$ cat config.mk
export PLATFORM = sky130hd
export DESIGN_NAME = serial_record_fifo
export DESIGN_NICKNAME = d
export VERILOG_FILES = /design/src/design/srf_pkg.sv /design/src/design/srf_ctrl.sv /design/src/design/srf_datapath.sv /design/src/design/serial_record_fifo.sv
export SDC_FILE = /design/constraint.sdc
export NUM_CORES = 1
export LEC_CHECK = 0
export ABC_CLOCK_PERIOD_IN_PS = 7200
export BUFFER_PORTS_ARGS = -buffer_cell sky130_fd_sc_hd__buf_2
export CAP_MARGIN = 25
export CORE_MARGIN = 4
export CORE_UTILIZATION = 40
export DETAILED_ROUTE_END_ITERATION = 8
export GPL_ROUTABILITY_DRIVEN = 0
export GPL_TIMING_DRIVEN = 0
export SYNTH_ARGS = -nofsm -noshare
export SYNTH_HDL_FRONTEND = slang
export SYNTH_SLANG_ARGS = --single-unit
$ cat constraint.sdc
create_clock -name clk -period 7.2 [get_ports clk]
set_clock_uncertainty 0.2 [all_clocks]
set_input_delay 0.36 -clock clk [delete_from_list [all_inputs] [get_ports clk]]
set_output_delay 0.36 -clock clk [all_outputs]
set_load 0.05 [all_outputs]
$ cat src/design/srf_pkg.sv
// Shared types and constants for the serial record FIFO.
// Holds record/queue sizing, status codes and the controller/datapath link structs.
// No dependencies.
package srf_pkg;

    // Sizing
    localparam int RECORD_BYTES = 8;
    localparam int QUEUE_DEPTH  = 8;

    // Field widths fixed by the interface
    localparam int BYTE_DATA_W = 8;
    localparam int STATUS_W    = 3;
    localparam int OCC_W       = 4;

    // Ring has one spare slot so the slot being assembled never holds a queued record
    localparam int RING_SLOTS  = QUEUE_DEPTH + 1;
    localparam int SLOT_W      = (RING_SLOTS > 1) ? $clog2(RING_SLOTS) : 1;
    localparam int IDX_W       = (RECORD_BYTES > 1) ? $clog2(RECORD_BYTES) : 1;
    localparam int STORE_DEPTH = RING_SLOTS * RECORD_BYTES;
    localparam int ADDR_W      = (STORE_DEPTH > 1) ? $clog2(STORE_DEPTH) : 1;

    // Result status codes
    typedef enum logic [STATUS_W-1:0] {
        ST_STORED  = 3'd0,
        ST_QUEUED  = 3'd1,
        ST_DROPPED = 3'd2,
        ST_EMPTY   = 3'd3,
        ST_BYTE    = 3'd4
    } status_t;

    // Controller -> datapath commands
    typedef struct packed {
        logic accept;      // input transfer this cycle
        logic issue_read;  // read next record byte from the store
        logic load_byte;   // move read data into the output register
    } cmd_t;

    // Datapath -> controller status
    typedef struct packed {
        logic queue_empty; // no records held
        logic last_byte;   // byte being streamed is the final one of its record
        logic out_free;    // output register empty or being taken this cycle
    } sts_t;

endpackage

$ cat src/design/srf_ctrl.sv
// Controller for the serial record FIFO: input handshake and record streaming sequence.
// Depends on srf_pkg.
module srf_ctrl
    import srf_pkg::*;
(
    input  logic clk,
    input  logic rst_n,
    input  logic in_valid,
    output logic in_stall,
    input  logic op,
    input  sts_t sts,
    output cmd_t cmd
);

    typedef enum logic [1:0] {
        S_IDLE,
        S_READ,
        S_LOAD
    } state_t;

    state_t state_reg;
    state_t state_next;
    logic   accept;

    // Input is taken only when idle and the output register can take a result
    always_comb
    begin
        in_stall = !((state_reg == S_IDLE) && sts.out_free);
        accept   = in_valid && !in_stall;
    end

    // Next state and commands
    always_comb
    begin
        state_next     = state_reg;
        cmd.accept     = accept;
        cmd.issue_read = (state_reg == S_READ);
        cmd.load_byte  = (state_reg == S_LOAD) && sts.out_free;
        case (state_reg)
            S_IDLE:
            begin
                if (accept && op && !sts.queue_empty)
                begin
                    state_next = S_READ;
                end
            end
            S_READ:
            begin
                state_next = S_LOAD;
            end
            S_LOAD:
            begin
                if (sts.out_free)
                begin
                    state_next = sts.last_byte ? S_IDLE : S_READ;
                end
            end
            default:
            begin
                state_next = S_IDLE;
            end
        endcase
    end

    always_ff @(posedge clk or negedge rst_n)
    begin
        if (!rst_n)
        begin
            state_reg <= S_IDLE;
        end
        else
        begin
            state_reg <= state_next;
        end
    end

endmodule

$ cat src/design/srf_datapath.sv
// Datapath for the serial record FIFO: record store, ring pointers, fill and
// stream counters, and the output register. Depends on srf_pkg.
module srf_datapath
    import srf_pkg::*;
(
    input  logic                   clk,
    input  logic                   rst_n,
    input  cmd_t                   cmd,
    output sts_t                   sts,
    input  logic                   op,
    input  logic [BYTE_DATA_W-1:0] rx_byte,
    output logic                   out_valid,
    input  logic                   out_stall,
    output logic [BYTE_DATA_W-1:0] out_byte,
    output logic                   last,
    output logic [STATUS_W-1:0]    status,
    output logic [OCC_W-1:0]       occupancy
);

    // Record store; slot s holds bytes s*RECORD_BYTES .. s*RECORD_BYTES+RECORD_BYTES-1
    logic [BYTE_DATA_W-1:0] store_mem [STORE_DEPTH];

    // Control registers
    logic [IDX_W-1:0]  fill_reg,     fill_next;
    logic [SLOT_W-1:0] head_reg,     head_next;
    logic [SLOT_W-1:0] tail_reg,     tail_next;
    logic [OCC_W-1:0]  count_reg,    count_next;
    logic [SLOT_W-1:0] rd_slot_reg,  rd_slot_next;
    logic [IDX_W-1:0]  byte_idx_reg, byte_idx_next;
    logic              out_valid_reg, out_valid_next;

    // Payload registers
    logic [BYTE_DATA_W-1:0] rd_data_reg;
    logic [BYTE_DATA_W-1:0] out_byte_reg;
    logic                   last_reg;
    status_t                status_reg;
    logic [OCC_W-1:0]       occ_reg;

    // Single-result capture
    logic                   res_valid;
    status_t                res_status;
    logic                   wr_en;
    logic [ADDR_W-1:0]      wr_addr;
    logic [ADDR_W-1:0]      rd_addr;
    logic                   fill_done;
    logic                   queue_full;

    function automatic logic [SLOT_W-1:0] slot_inc(input logic [SLOT_W-1:0] s);
        logic [SLOT_W-1:0] r;
        if (s == SLOT_W'(RING_SLOTS - 1))
        begin
            r = '0;
        end
        else
        begin
            r = s + SLOT_W'(1);
        end
        return r;
    endfunction

    // Status to controller
    always_comb
    begin
        sts.queue_empty = (count_reg == '0);
        sts.last_byte   = (byte_idx_reg == IDX_W'(RECORD_BYTES - 1));
        sts.out_free    = !out_valid_reg || !out_stall;
    end

    // Addresses
    always_comb
    begin
        wr_addr = ADDR_W'(tail_reg) * ADDR_W'(RECORD_BYTES) + ADDR_W'(fill_reg);
        rd_addr = ADDR_W'(rd_slot_reg) * ADDR_W'(RECORD_BYTES) + ADDR_W'(byte_idx_reg);
    end

    // Pointer and counter updates
    always_comb
    begin
        fill_next     = fill_reg;
        head_next     = head_reg;
        tail_next     = tail_reg;
        count_next    = count_reg;
        rd_slot_next  = rd_slot_reg;
        byte_idx_next = byte_idx_reg;
        res_valid     = 1'b0;
        res_status    = ST_STORED;
        wr_en         = 1'b0;
        fill_done     = (fill_reg == IDX_W'(RECORD_BYTES - 1));
        queue_full    = (count_reg == OCC_W'(QUEUE_DEPTH));

        if (cmd.accept)
        begin
            if (!op)
            begin
                // Byte lands directly in the tail slot being assembled
                wr_en     = 1'b1;
                res_valid = 1'b1;
                if (fill_done)
                begin
                    fill_next = '0;
                    if (queue_full)
                    begin
                        res_status = ST_DROPPED;
                    end
                    else
                    begin
                        tail_next  = slot_inc(tail_reg);
                        count_next = count_reg + OCC_W'(1);
                        res_status = ST_QUEUED;
                    end
                end
                else
                begin
                    fill_next = fill_reg + IDX_W'(1);
                end
            end
            else if (count_reg == '0)
            begin
                res_valid  = 1'b1;
                res_status = ST_EMPTY;
            end
            else
            begin
                // Pop the head record; bytes stream out of rd_slot afterwards
                rd_slot_next  = head_reg;
                head_next     = slot_inc(head_reg);
                count_next    = count_reg - OCC_W'(1);
                byte_idx_next = '0;
            end
        end

        if (cmd.load_byte)
        begin
            byte_idx_next = sts.last_byte ? '0 : byte_idx_reg + IDX_W'(1);
        end

        // Output register valid
        if (res_valid || cmd.load_byte)
        begin
            out_valid_next = 1'b1;
        end
        else if (!out_stall)
        begin
            out_valid_next = 1'b0;
        end
        else
        begin
            out_valid_next = out_valid_reg;
        end
    end

    // Control state
    always_ff @(posedge clk or negedge rst_n)
    begin
        if (!rst_n)
        begin
            fill_reg      <= '0;
            head_reg      <= '0;
            tail_reg      <= '0;
            count_reg     <= '0;
            rd_slot_reg   <= '0;
            byte_idx_reg  <= '0;
            out_valid_reg <= 1'b0;
        end
        else
        begin
            fill_reg      <= fill_next;
            head_reg      <= head_next;
            tail_reg      <= tail_next;
            count_reg     <= count_next;
            rd_slot_reg   <= rd_slot_next;
            byte_idx_reg  <= byte_idx_next;
            out_valid_reg <= out_valid_next;
        end
    end

    // Record store: one write, one registered read
    always_ff @(posedge clk)
    begin
        if (wr_en)
        begin
            store_mem[wr_addr] <= rx_byte;
        end
        if (cmd.issue_read)
        begin
            rd_data_reg <= store_mem[rd_addr];
        end
    end

    // Output payload
    always_ff @(posedge clk)
    begin
        if (res_valid)
        begin
            out_byte_reg <= '0;
            last_reg     <= 1'b1;
            status_reg   <= res_status;
            occ_reg      <= count_next;
        end
        else if (cmd.load_byte)
        begin
            out_byte_reg <= rd_data_reg;
            last_reg     <= sts.last_byte;
            status_reg   <= ST_BYTE;
            occ_reg      <= count_reg;
        end
    end

    assign out_valid = out_valid_reg;
    assign out_byte  = out_byte_reg;
    assign last      = last_reg;
    assign status    = status_reg;
    assign occupancy = occ_reg;

endmodule

$ cat src/design/serial_record_fifo.sv
// Serial record FIFO top level: controller plus datapath.
// Depends on srf_pkg, srf_ctrl, srf_datapath.
//
// Input channel (in_valid/in_stall, op, rx_byte): op 0 hands in a received
// byte, op 1 asks for the oldest queued record. Output channel
// (out_valid/out_stall, out_byte, last, status, occupancy) returns results.
// A byte, or a dequeue on an empty queue, gives one result, registered in the
// cycle after the transfer; the input can take a new item every cycle while
// the output is drained.
// A dequeue of a record streams RECORD_BYTES results, each made by a registered
// store read and then an output register load; input is stalled until the last
// byte is loaded. Records are assembled in place in a spare ring slot, so a
// completed record is queued with no copy.
// Reset clears the queue, the partial record and the output register; no
// clearing pass is needed. When out_stall is high a held result stays in the
// output register and the input is stalled until it frees.
module serial_record_fifo
    import srf_pkg::*;
(
    input  logic                   clk,
    input  logic                   rst_n,
    input  logic                   in_valid,
    output logic                   in_stall,
    input  logic                   op,
    input  logic [BYTE_DATA_W-1:0] rx_byte,
    output logic                   out_valid,
    input  logic                   out_stall,
    output logic [BYTE_DATA_W-1:0] out_byte,
    output logic                   last,
    output logic [STATUS_W-1:0]    status,
    output logic [OCC_W-1:0]       occupancy
);

    cmd_t cmd;
    sts_t sts;

    srf_ctrl u_ctrl (
        .clk      (clk),
        .rst_n    (rst_n),
        .in_valid (in_valid),
        .in_stall (in_stall),
        .op       (op),
        .sts      (sts),
        .cmd      (cmd)
    );

    srf_datapath u_datapath (
        .clk       (clk),
        .rst_n     (rst_n),
        .cmd       (cmd),
        .sts       (sts),
        .op        (op),
        .rx_byte   (rx_byte),
        .out_valid (out_valid),
        .out_stall (out_stall),
        .out_byte  (out_byte),
        .last      (last),
        .status    (status),
        .occupancy (occupancy)
    );

endmodule

==> impl_metrics.csv, run 1 <==
group,metric,value,unit
pwr,ir_drop,0.160,mV
logic_synthesis,ys_async_sr_fraction,4.00,%
sta,hold_violations,0,
clock_tree,clockRootBuffer,"clkbuf_16",
setup_path,r2r_setup_slack,3.04,ns
logic_synthesis,yosysTopAreaCell,"edfxtp_1",
logic_synthesis,netlist_instances,1219,
setup_path,crit_chain,"a211oi_1 -> nand2_1 -> nor2_1 -> nand4_1 -> nor2_1",
detailed_routing,first_pass_iters,5,
detailed_routing,vias_per_cell,5.64,
sta,worst_slew_pin_slew,1.08,ns
clock_tree,post_cts_buffers,0,
hold_path,hold_path.class,"in2reg",
setup_path,reg2reg_to,"u_datapath.store_mem[31][6]",
logic_synthesis,yosysWarnings,0,
grt,antenna_found_initial,0,
pwr,power_frac_clock,31.4,%
sta,relSlewSlack,27.6,%
detailed_routing,drc,0,
logic_synthesis,ys_seq_elements,625,
die,io_pins,31,
grt,grt_pass1_wl,85500,µm
place,portBuffers,30,
logic_synthesis,synth_area,24600,µm²
sta,drv_slew,0,
die,start_util,40.6,%
sta,grt_setup_unrepaired,"no",
layout,finish.utilization,45.9,%
clock_tree,clk_pin_slew,0.06,ns
sta,fmax,0.240,GHz
setup_path,r2r-start,"u_datapath.out_valid",
pwr,pwr-share-comb,24.8,%
sta,fin_crit_sh,57.8,%
sta,hold_slack,0.0681,ns
pwr,p_sw_share,29.6,%
logic_synthesis,synth.distinct_cells,48,
sta,period_needed,4.16,ns
sta,setup_viol,0,
layout,regArea,18600,µm²
detailed_routing,wl,58500,µm
setup_path,cp.required,7.23,ns
layout,layout_common_cells,"591 x edfxtp_1, 150 x mux4_2, 90 x nor2_1",
die,rows,90,
detailed_routing,drt-wirelength-per-cell,27.2,µm
clock_tree,cts_tree,"yes",
die,die_area,65500,µm²
grt,grt.overflow.total,0,
pwr,internal_power,6.79,mW
layout,nFillCells,5059,
setup_path,cp_common_cell,"nor2_1",
detailed_routing,dr_total_vias,12100,
pwr,p_sw,2.86,mW
logic_synthesis,synth_fp_nets,1244,
hold_path,min_from,"rx_byte[1]",
pwr,p_leak,8.72,nW
sta,setup_tns,0,ns
layout,drive_above_1_share,24.4,%
grt,gr-usage-all-layers,17.8,%
die,core_area,60600,µm²
layout,multi_input_area,5650,µm²
clock_tree,insertion_delay,0.61,ns
outcome,status,"finished clean",
logic_synthesis,yosys-top-cells-area,"edfxtp_1 72%, mux4_2 14%, dfrtp_1 2.5%",
setup_path,critPathLaunchType,"register",
place,hpwl,38200,µm
logic_synthesis,synth.top_cell.area_share,72.1,%
layout,n_antenna_cell,0,
detailed_routing,drtAntennaViolNets,0,
layout,area_growth,13.1,%
setup_path,crit_family,"simple AND/OR/NAND/NOR gates",
pwr,power,9.65,mW
layout,layout.nets,1349,
logic_synthesis,synthFlopType,"edfxtp_1",
job,maxCapViolCount,0,
setup_path,slowest_stage,"nor2_1",
setup_path,critical_path_class,"reg2reg",
hold_path,whs_endpoint,"u_datapath.store_mem[16][1]",
setup_path,reg2reg_depth,5,
setup_path,cp_num_buf_inv,0,
die,chipHeight,256,µm
layout,final_common_cell,"edfxtp_1",
layout,largest_reg_flops,576,
clock_tree,cts.sinks,625,
setup_path,cp_data_arrival_time,4.19,ns
setup_path,timing.critical_path.slowest_cell_delay,1.06,ns
clock_tree,ctsHtreeMaxLevel,2,
logic_synthesis,syn_avg_cell_area,20.2,µm²
die,die_w,256,µm
logic_synthesis,ys_seq_area_share,75.4,%
grt,grt_max_degree,57,
setup_path,worst_setup_path_end_kind,"register",
setup_path,critPathMaxFanout,9,
clock_tree,cts.path.max_buffers,3,
detailed_routing,first_iter_violations,1108,
hold_path,holdPathStages,1,
pwr,p_seq_share,43.8,%
logic_synthesis,synth-edff-count,591,
clock_tree,numCtsBuffers,60,
grt,grt_pass1_vias,12200,
pwr,powerDensity,347,nW/µm²
-- repair_timing --
action	4_1_cts	5_1_grt
endpoints found under the hold margin	44	0
resized for setup	0	0
hold buffers	4	0
-- how the worst max path moves through the flow --
stage / startpoint / depth (start not counted) / endpoint
3_3_place_gp: out_stall / 6 / u_datapath.store_mem[31][6]
5_1_grt: u_datapath.out_valid / 5 / u_datapath.store_mem[31][4]
4_1_cts: u_datapath.out_valid / 5 / u_datapath.store_mem[31][4]
3_5_place_dp: out_stall / 6 / u_datapath.store_mem[31][6]
2_1_floorplan: u_datapath.out_valid / 5 / u_datapath.store_mem[39][0]
6_report: u_datapath.out_valid / 5 / u_datapath.store_mem[31][6]
-- cells in the mapped netlist (2+ instances only) --
cell / number
a31oi_1: 3
nor2b_1: 11
buf_2: 14
buf_4: 13
a211oi_1: 4
mux4_2: 150
nor2_1: 90
a22oi_1: 10
o21ai_0: 23
nand3b_1: 4
a21oi_1: 18
ha_1: 12
o31ai_1: 4
xnor2_1: 2
nor3_1: 6
o211ai_1: 6
nand4_1: 2
a21o_1: 2
clkbuf_1: 15
nand3_1: 17
buf_6: 6
inv_1: 13
nand2_1: 61
o21ai_1: 4
buf_1: 11
mux2i_1: 32
nand2b_1: 4
a221oi_1: 9
mux2_2: 24
and2_1: 3
o22ai_1: 6
a221o_1: 2
edfxtp_1: 591
dfrtp_1: 25
dfxtp_1: 9
-- cell type report --
| cell class | instances | share of cell area [%] |
|---|---|---|
| Buffer | 60 | 1.25 |
| Clock buffer | 76 | 5.83 |
| Clock inverter | 32 | 0.886 |
| Inverter | 13 | 0.175 |
| Multi-Input combinational cell | 521 | 20.3 |
| Sequential cell | 625 | 66.7 |
| Tap cell | 782 | 3.52 |
| Timing Repair Buffer | 43 | 1.37 |
-- kinds of logic (layout without fill, tap and decap cells) --
family | count (synthesis) | after routing | share of synthesized area (%)
adders and majority gates | 12 | 12 | 0.610
DFF | 625 | 625 | 75.4
and+or+nand+nor | 204 | 204 | 3.60
buffers and inverters | 73 | 224 | 1.61
AOI/OAI and AO/OA | 96 | 96 | 2.52
xor gates and xnor gates | 3 | 3 | 0.107
muxes | 206 | 206 | 16.1
-- power by group through the flow --
stage                     clock, mW  sequential (mW)  combinational (mW)
final                          3.03             4.22                2.39
after global routing           3.25             4.23                2.54
after CTS                      3.08             4.22                2.41
after detailed placement          0             4.30                2.40
after global placement            0             4.29                2.36
after floorplan                   0             4.40                1.47
-- metrics by stage --
stage / setup slack [ns] / std cells / cell area (µm²)
floorplan: 4.40 / 1219 / 24600
global placement: 3.10 / 2031 / 25700
detailed placement: 3.05 / 2040 / 25900
CTS: 3.05 / 2152 / 27800
global route: 2.85 / 2152 / 27800
finish: 3.04 / 2152 / 27800
-- routing by layer --
metal  vias to the layer above  GRT usage, %  wire length, µm
met1                      6394          25.8            25500
met2                       440          28.3            27800
li1                       5184             -                -
met5                         -             0                0
met3                       111          3.02             3670
met4                         0          4.88             1490
-- worst reg2reg max path, cell delays in order, from the launching register on --
cell      delay [ns]
dfrtp_1         0.42
a211oi_1        0.53
nand2_1         0.23
nor2_1          0.41
nand4_1         0.93
nor2_1          1.06
No activity file was read; power rests on OpenSTA's default activity.
==> inputs of run 2 (changes only) <==
--- a/config.mk
+++ b/config.mk
@@ -5,7 +5,7 @@
 export SDC_FILE = /design/constraint.sdc
 export NUM_CORES = 1
 export LEC_CHECK = 0
-export ABC_CLOCK_PERIOD_IN_PS = 7200
+export ABC_CLOCK_PERIOD_IN_PS = 3400
 export BUFFER_PORTS_ARGS = -buffer_cell sky130_fd_sc_hd__buf_2
 export CAP_MARGIN = 25
 export CORE_MARGIN = 4
==> constraint.sdc (replaced) <==
create_clock -name clk -period 3.4 [get_ports clk]
set_clock_uncertainty 0.2 [all_clocks]
set_input_delay 0.17 -clock clk [delete_from_list [all_inputs] [get_ports clk]]
set_output_delay 0.17 -clock clk [all_outputs]
set_load 0.05 [all_outputs]
==> run 2 against run 1 <==
Net effect: sequential share of layout area decreased by 1.1 points; via count rose by 0.39%; design area up 1.8%; global-route usage grew 0.069 points; sequential cell count stayed put; non-clock buffer count up 10; utilization increased by 0.81 points; combinational power grew 120%; wire length rose by 0.13%; clock-buffer cell count stayed put.
==> impl_metrics.csv, run 2 (synthesis gave the netlist of run 1 again) <==
group,metric,value,unit
detailed_routing,wl,58500,µm
layout,n_antenna_cell,0,
layout,area_growth,15.1,%
place,portBuffers,30,
place,hpwl,38200,µm
job,maxCapViolCount,0,
die,chipHeight,256,µm
setup_path,worst_setup_path_end_kind,"register",
hold_path,hold_path.class,"in2reg",
sta,fmax,0.294,GHz
layout,final_cell_count_no_fill,2162,
setup_path,timing.critical_path.slowest_cell_delay,0.60,ns
pwr,p_leak,8.78,nW
setup_path,cp.required,3.45,ns
setup_path,crit_chain,"a211oi_1 -> nand2_1 -> nor3_2 -> nand2_2 -> nor2_2",
sta,hold_violations,0,
pwr,ir_drop,0.338,mV
sta,fin_crit_sh,99.9,%
sta,period_needed,3.40,ns
clock_tree,numCtsBuffers,60,
layout,fin_area,28300,µm²
clock_tree,cts.sinks,625,
layout,largest_reg_flops,576,
sta,worst_slew_pin_slew,0.913,ns
pwr,powerDensity,725,nW/µm²
die,die_w,256,µm
clock_tree,ctsHtreeMaxLevel,2,
grt,gr-usage-all-layers,17.9,%
clock_tree,clockRootBuffer,"clkbuf_16",
detailed_routing,first_pass_iters,5,
layout,layout_common_cells,"591 x edfxtp_1, 150 x mux4_2, 61 x clkbuf_16",
sta,setup_tns,0,ns
detailed_routing,first_iter_violations,1079,
die,start_util,40.6,%
clock_tree,insertion_delay,0.61,ns
layout,layout.nets,1359,
detailed_routing,drtAntennaViolNets,0,
grt,grt_max_degree,57,
grt,grt.overflow.total,0,
die,die_area,65500,µm²
layout,final_common_cell,"edfxtp_1",
layout,drive_above_1_share,30.4,%
grt,grt_pass1_wl,85900,µm
setup_path,critPathMaxFanout,9,
detailed_routing,dr_total_vias,12200,
die,io_pins,31,
setup_path,slowest_stage,"nor2_2",
outcome,status,"finished clean",
detailed_routing,drc,0,
sta,drv_slew,0,
grt,grt_pass1_vias,12300,
place,place_inst,2040,
sta,setup_viol,0,
clock_tree,cts_tree,"yes",
clock_tree,clk_pin_slew,0.06,ns
sta,grt_setup_unrepaired,"yes",
grt,antenna_found_initial,0,
die,core_area,60600,µm²
place,place_area,25900,µm²
sta,relSlewSlack,39.1,%
clock_tree,cts.path.max_buffers,3,
detailed_routing,vias_per_cell,5.63,
setup_path,cp_data_arrival_time,3.45,ns
die,rows,90,
setup_path,critPathLaunchType,"register",
setup_path,critical_path_class,"reg2reg",
detailed_routing,drt-wirelength-per-cell,27.1,µm
-- run 2: cell type report --
type                       instances  area, µm²
clock inverter                    32        246
tap                              782        978
clock buffer                      76       1620
buffer                            59        365
timing repair buffer              54        495
fill                            5006      32300
inverter                          13       48.8
sequential                       625      18600
multi-input combinational        521       6000
-- run 2: worst paths after layout --
| check | start | endpoint | slack, ns | depth (start not counted) |
|---|---|---|---|---|
| max | u_datapath.out_valid | u_datapath.store_mem[4][2] | 0.003 | 5 |
| max reg2reg | u_datapath.out_valid | u_datapath.store_mem[4][2] | 0.003 | 5 |
| min | rx_byte[7] | u_datapath.store_mem[4][7] | 0.03 | 1 |
| max in group asynchronous | rst_n | u_datapath.fill_reg[0] | 2.43 | 4 |
| min reg2reg | u_datapath.out_byte[1] | u_datapath.out_byte[1] | 0.25 | 2 |
| min in group asynchronous | rst_n | u_datapath.count_reg[2] | 0.41 | 4 |
-- run 2: what timing repair did --
item | 4_1_cts | 5_1_grt
gates resized for setup | 63 | 57
setup endpoints to repair | 578 | 358
buffers inserted | 2 | 0
pin swaps | 1 | 0
hold buffers | 13 | 0
hold endpoints to repair | 209 | 0
-- run 2: metrics by stage --
stage               hold slack [ns]  utilization (%)  setup WS [ns]  total power, mW
floorplan                    -0.326                -          0.598             12.4
global placement             0.0213             42.5         -0.664             14.1
detailed placement           0.0250             42.8         -0.708             14.2
CTS                          0.0125             46.4         -0.509             20.6
global route                 0.0579             46.7         -0.182             21.4
finish                       0.0272             46.7        0.00286             20.5
-- run 2: where the power goes --
| group | switching, mW | internal (mW) | total (mW) | leakage (nW) |
|---|---|---|---|---|
| clock network | 2.77 | 3.65 | 6.41 | 0.927 |
| logic | 3.17 | 2.01 | 5.18 | 2.15 |
| registers | 0.187 | 8.76 | 8.95 | 5.70 |
| total | 6.13 | 14.4 | 20.5 | 8.78 |
-- run 2: worst max-delay path: cells and delay by family (launching register included) --
| kind | cells | cell delay, ns |
|---|---|---|
| AOI/OAI and AO/OA | 1 | 0.50 |
| DFF | 1 | 0.42 |
| and+or+nand+nor | 4 | 1.90 |
-- run 2: routing by layer --
metal  part of all wire, %  GRT usage (%)
met5                     0              0
met1                    44           26.0
met3                   6.1           3.00
met4                   2.6           4.95
met2                    48           28.3
==> inputs of run 3 (changes only) <==
--- a/config.mk
+++ b/config.mk
@@ -5,14 +5,16 @@
 export SDC_FILE = /design/constraint.sdc
 export NUM_CORES = 1
 export LEC_CHECK = 0
+export ABC_AREA = 1
 export ABC_CLOCK_PERIOD_IN_PS = 3400
-export BUFFER_PORTS_ARGS = -buffer_cell sky130_fd_sc_hd__buf_2
+export BUFFER_PORTS_ARGS = -buffer_cell sky130_fd_sc_hd__buf_4
 export CAP_MARGIN = 25
 export CORE_MARGIN = 4
-export CORE_UTILIZATION = 40
+export CORE_UTILIZATION = 57
 export DETAILED_ROUTE_END_ITERATION = 8
 export GPL_ROUTABILITY_DRIVEN = 0
 export GPL_TIMING_DRIVEN = 0
+export PLACE_DENSITY = 0.76
 export SYNTH_ARGS = -nofsm -noshare
 export SYNTH_HDL_FRONTEND = slang
 export SYNTH_SLANG_ARGS = --single-unit
==> run 3 against run 2 <==
Net effect: the flow now finishes with violations (negative hold slack); critical path depth up 2; sequential power barely moved; die area shrank 26%; utilization rose by 18 points; cell count grew 37%; synthesized cell count up 82%; first-iteration DRC count up 130%; sequential share of layout area is 0.65 points lower; clock power increased by 2%; hold slack got worse by 0.028 ns.
==> impl_metrics.csv, run 3 <==
group,metric,value,unit
setup_path,cp.required,3.44,ns
hold_path,hold_path.class,"in2reg",
pwr,p_seq_share,39.4,%
clock_tree,post_cts_buffers,0,
pwr,power_frac_clock,28.8,%
logic_synthesis,yosys-top-cells-area,"edfxtp_1 69%, nand2_1 11%, nand3_1 8.7%",
logic_synthesis,yosys-top-cells-count,"730 x nand2_1, 591 x edfxtp_1, 445 x nand3_1, 121 x nor2_1, 60 x o21ai_0",
setup_path,reg2reg_depth,7,
logic_synthesis,synth.top_cell.area_share,69.2,%
sta,setup_tns,0,ns
sta,setup_viol,0,
detailed_routing,drc,0,
clock_tree,cts.sinks,625,
clock_tree,cts_tree,"yes",
die,rows,77,
pwr,powerDensity,791,nW/µm²
logic_synthesis,ys_seq_elements,625,
layout,layout_common_cells,"730 x nand2_1, 591 x edfxtp_1, 445 x nand3_1",
grt,grt_pass1_wl,106000,µm
clock_tree,clk_pin_slew,0.06,ns
clock_tree,clockRootBuffer,"clkbuf_16",
layout,drive_above_1_share,8.52,%
hold_path,holdPathStages,1,
sta,relSlewSlack,32.8,%
sta,hold_violations,1,
sta,fmax,0.301,GHz
die,chipHeight,220,µm
sta,drv_slew,0,
grt,gr-usage-all-layers,29.7,%
detailed_routing,wl,71000,µm
die,die_w,220,µm
layout,largest_reg_flops,576,
job,maxCapViolCount,0,
outcome,status,"finished with violations",
sta,grt_setup_unrepaired,"no",
logic_synthesis,synth-edff-count,591,
setup_path,critPathMaxFanout,10,
logic_synthesis,synthFlopType,"edfxtp_1",
logic_synthesis,yosysWarnings,0,
layout,final_cell_count_no_fill,2962,
logic_synthesis,synth_area,25600,µm²
logic_synthesis,synth_fp_nets,2247,
outcome,violations,"negative hold slack",
layout,area_growth,11.6,%
logic_synthesis,ys_async_sr_fraction,4.00,%
setup_path,critical_path_class,"reg2reg",
die,start_util,57.8,%
place,place_inst,2844,
die,die_area,48400,µm²
place,portBuffers,30,
detailed_routing,vias_per_cell,6.12,
place,hpwl,45500,µm
detailed_routing,first_pass_iters,7,
sta,hold_slack,-0.000439,ns
detailed_routing,dr_total_vias,18100,
grt,grt_max_degree,73,
grt,antenna_found_initial,0,
die,io_pins,31,
pwr,p_sw_share,36.6,%
pwr,p_sw,8.29,mW
layout,n_antenna_cell,0,
logic_synthesis,netlist_instances,2222,
setup_path,cp_data_arrival_time,3.36,ns
clock_tree,insertion_delay,0.64,ns
pwr,ir_drop,0.723,mV
setup_path,worst_setup_path_end_kind,"register",
layout,layout.nets,2346,
grt,grt_pass1_vias,17400,
logic_synthesis,yosysTopAreaCell,"edfxtp_1",
detailed_routing,drtAntennaViolNets,0,
sta,fin_crit_sh,97.6,%
layout,final_common_cell,"nand2_1",
clock_tree,cts.path.max_buffers,3,
clock_tree,numCtsBuffers,59,
sta,worst_slew_pin_slew,1.01,ns
grt,grt.overflow.total,0,
clock_tree,cts_hold_buf,8,
die,core_area,44300,µm²
pwr,p_leak,10.5,nW
setup_path,critPathLaunchType,"register",
sta,period_needed,3.32,ns
logic_synthesis,syn_avg_cell_area,11.5,µm²
pwr,pwr-share-comb,31.8,%
clock_tree,cts_resized,0,
logic_synthesis,synth.distinct_cells,30,
clock_tree,ctsHtreeMaxLevel,2,
detailed_routing,first_iter_violations,2501,
pwr,internal_power,14.3,mW
logic_synthesis,synthMostInstantiatedCell,"nand2_1",
detailed_routing,drt-wirelength-per-cell,24.0,µm
logic_synthesis,ys_seq_area_share,72.4,%
## run 3: changes by cell type after synthesis, moves of 11 or more
cell / previous run / this run
nand2_1: 61 / 730
nand3_1: 17 / 445
mux4_2: 150 / 0
buf_2: 14 / 58
o21ai_0: 23 / 60
mux2i_1: 32 / 0
nor2_1: 90 / 121
inv_1: 13 / 39
mux2_2: 24 / 0
clkbuf_1: 15 / 36
a21oi_1: 18 / 4
nor2b_1: 11 / 0
o22ai_1: 6 / 17
## run 3: worst paths after layout
check	start	to	slack, ns
max	u_ctrl.state_reg[0]	u_datapath.store_mem[0][2]	0.08
min	rx_byte[1]	u_datapath.store_mem[51][1]	-0.0004
max reg2reg	u_ctrl.state_reg[0]	u_datapath.store_mem[0][2]	0.08
min reg2reg	u_datapath.last	u_datapath.last	0.30
max in group asynchronous	rst_n	u_datapath.count_reg[2]	2.45
min in group asynchronous	rst_n	u_datapath.byte_idx_reg[1]	0.38
## run 3: cells by family (layout without fill, tap and decap cells)
logic type	Yosys count	in the layout	synth area share (%)
AO/OA/AOI/OAI	100	100	2.20
XOR/XNOR	5	5	0.171
flip-flops	625	625	72.4
adder cells (fa/ha/maj)	12	12	0.586
buffers and inverters	172	320	3.06
AND/OR/NAND/NOR	1308	1308	21.6
## run 3: final cells by class
| cell class | count | area (µm²) |
|---|---|---|
| clock buffer | 84 | 1700 |
| clock inverter | 26 | 210 |
| buffer | 128 | 617 |
| tap | 592 | 741 |
| fill | 3276 | 15700 |
| timing repair buffer | 38 | 315 |
| inverter | 44 | 168 |
| multi-input combinational | 1425 | 6300 |
| sequential | 625 | 18600 |
## run 3: per-stage QoR
| step | cell area, µm² | utilization, % | power, mW | hold WS (ns) | worst slack [ns] |
|---|---|---|---|---|---|
| after global routing | 28600 | 64.5 | 23.5 | 0.0234 | 0.0426 |
| after floorplan | 25600 | - | 13.4 | -0.326 | 0.897 |
| final | 28600 | 64.5 | 22.6 | -0.000439 | 0.0830 |
| after CTS | 28600 | 64.5 | 22.4 | 0.00588 | 0.226 |
| after detailed placement | 26600 | 60.0 | 16.0 | -0.0873 | 0.237 |
| after global placement | 26600 | 60.0 | 15.8 | -0.0984 | 0.330 |
## run 3: per-layer routing
| layer | track usage, % | vias up | share of wire (%) |
|---|---|---|---|
| li1 | - | 7959 | - |
| met1 | 40.6 | 8590 | 36 |
| met2 | 46.1 | 1320 | 46 |
| met5 | 0 | - | 0 |
| met4 | 12.2 | 0 | 4.9 |
| met3 | 7.47 | 244 | 13 |
## run 3: power by group through the flow
stage / Combinational (mW) / Clock (mW) / Sequential (mW)
after floorplan: 4.15 / 0 / 9.30
final: 7.19 / 6.51 / 8.92
after CTS: 6.96 / 6.52 / 8.92
after global routing: 7.71 / 6.88 / 8.94
after global placement: 6.74 / 0 / 9.06
after detailed placement: 6.90 / 0 / 9.08
## run 3: critical path: stages (launching register included)
cell     delay [ns]
dfrtp_1        0.40
nor2_1         0.17
nand3_2        0.15
nor2_4         0.23
inv_1          0.15
nor2_4         0.16
nand2_1        0.53
nor2_1         0.91
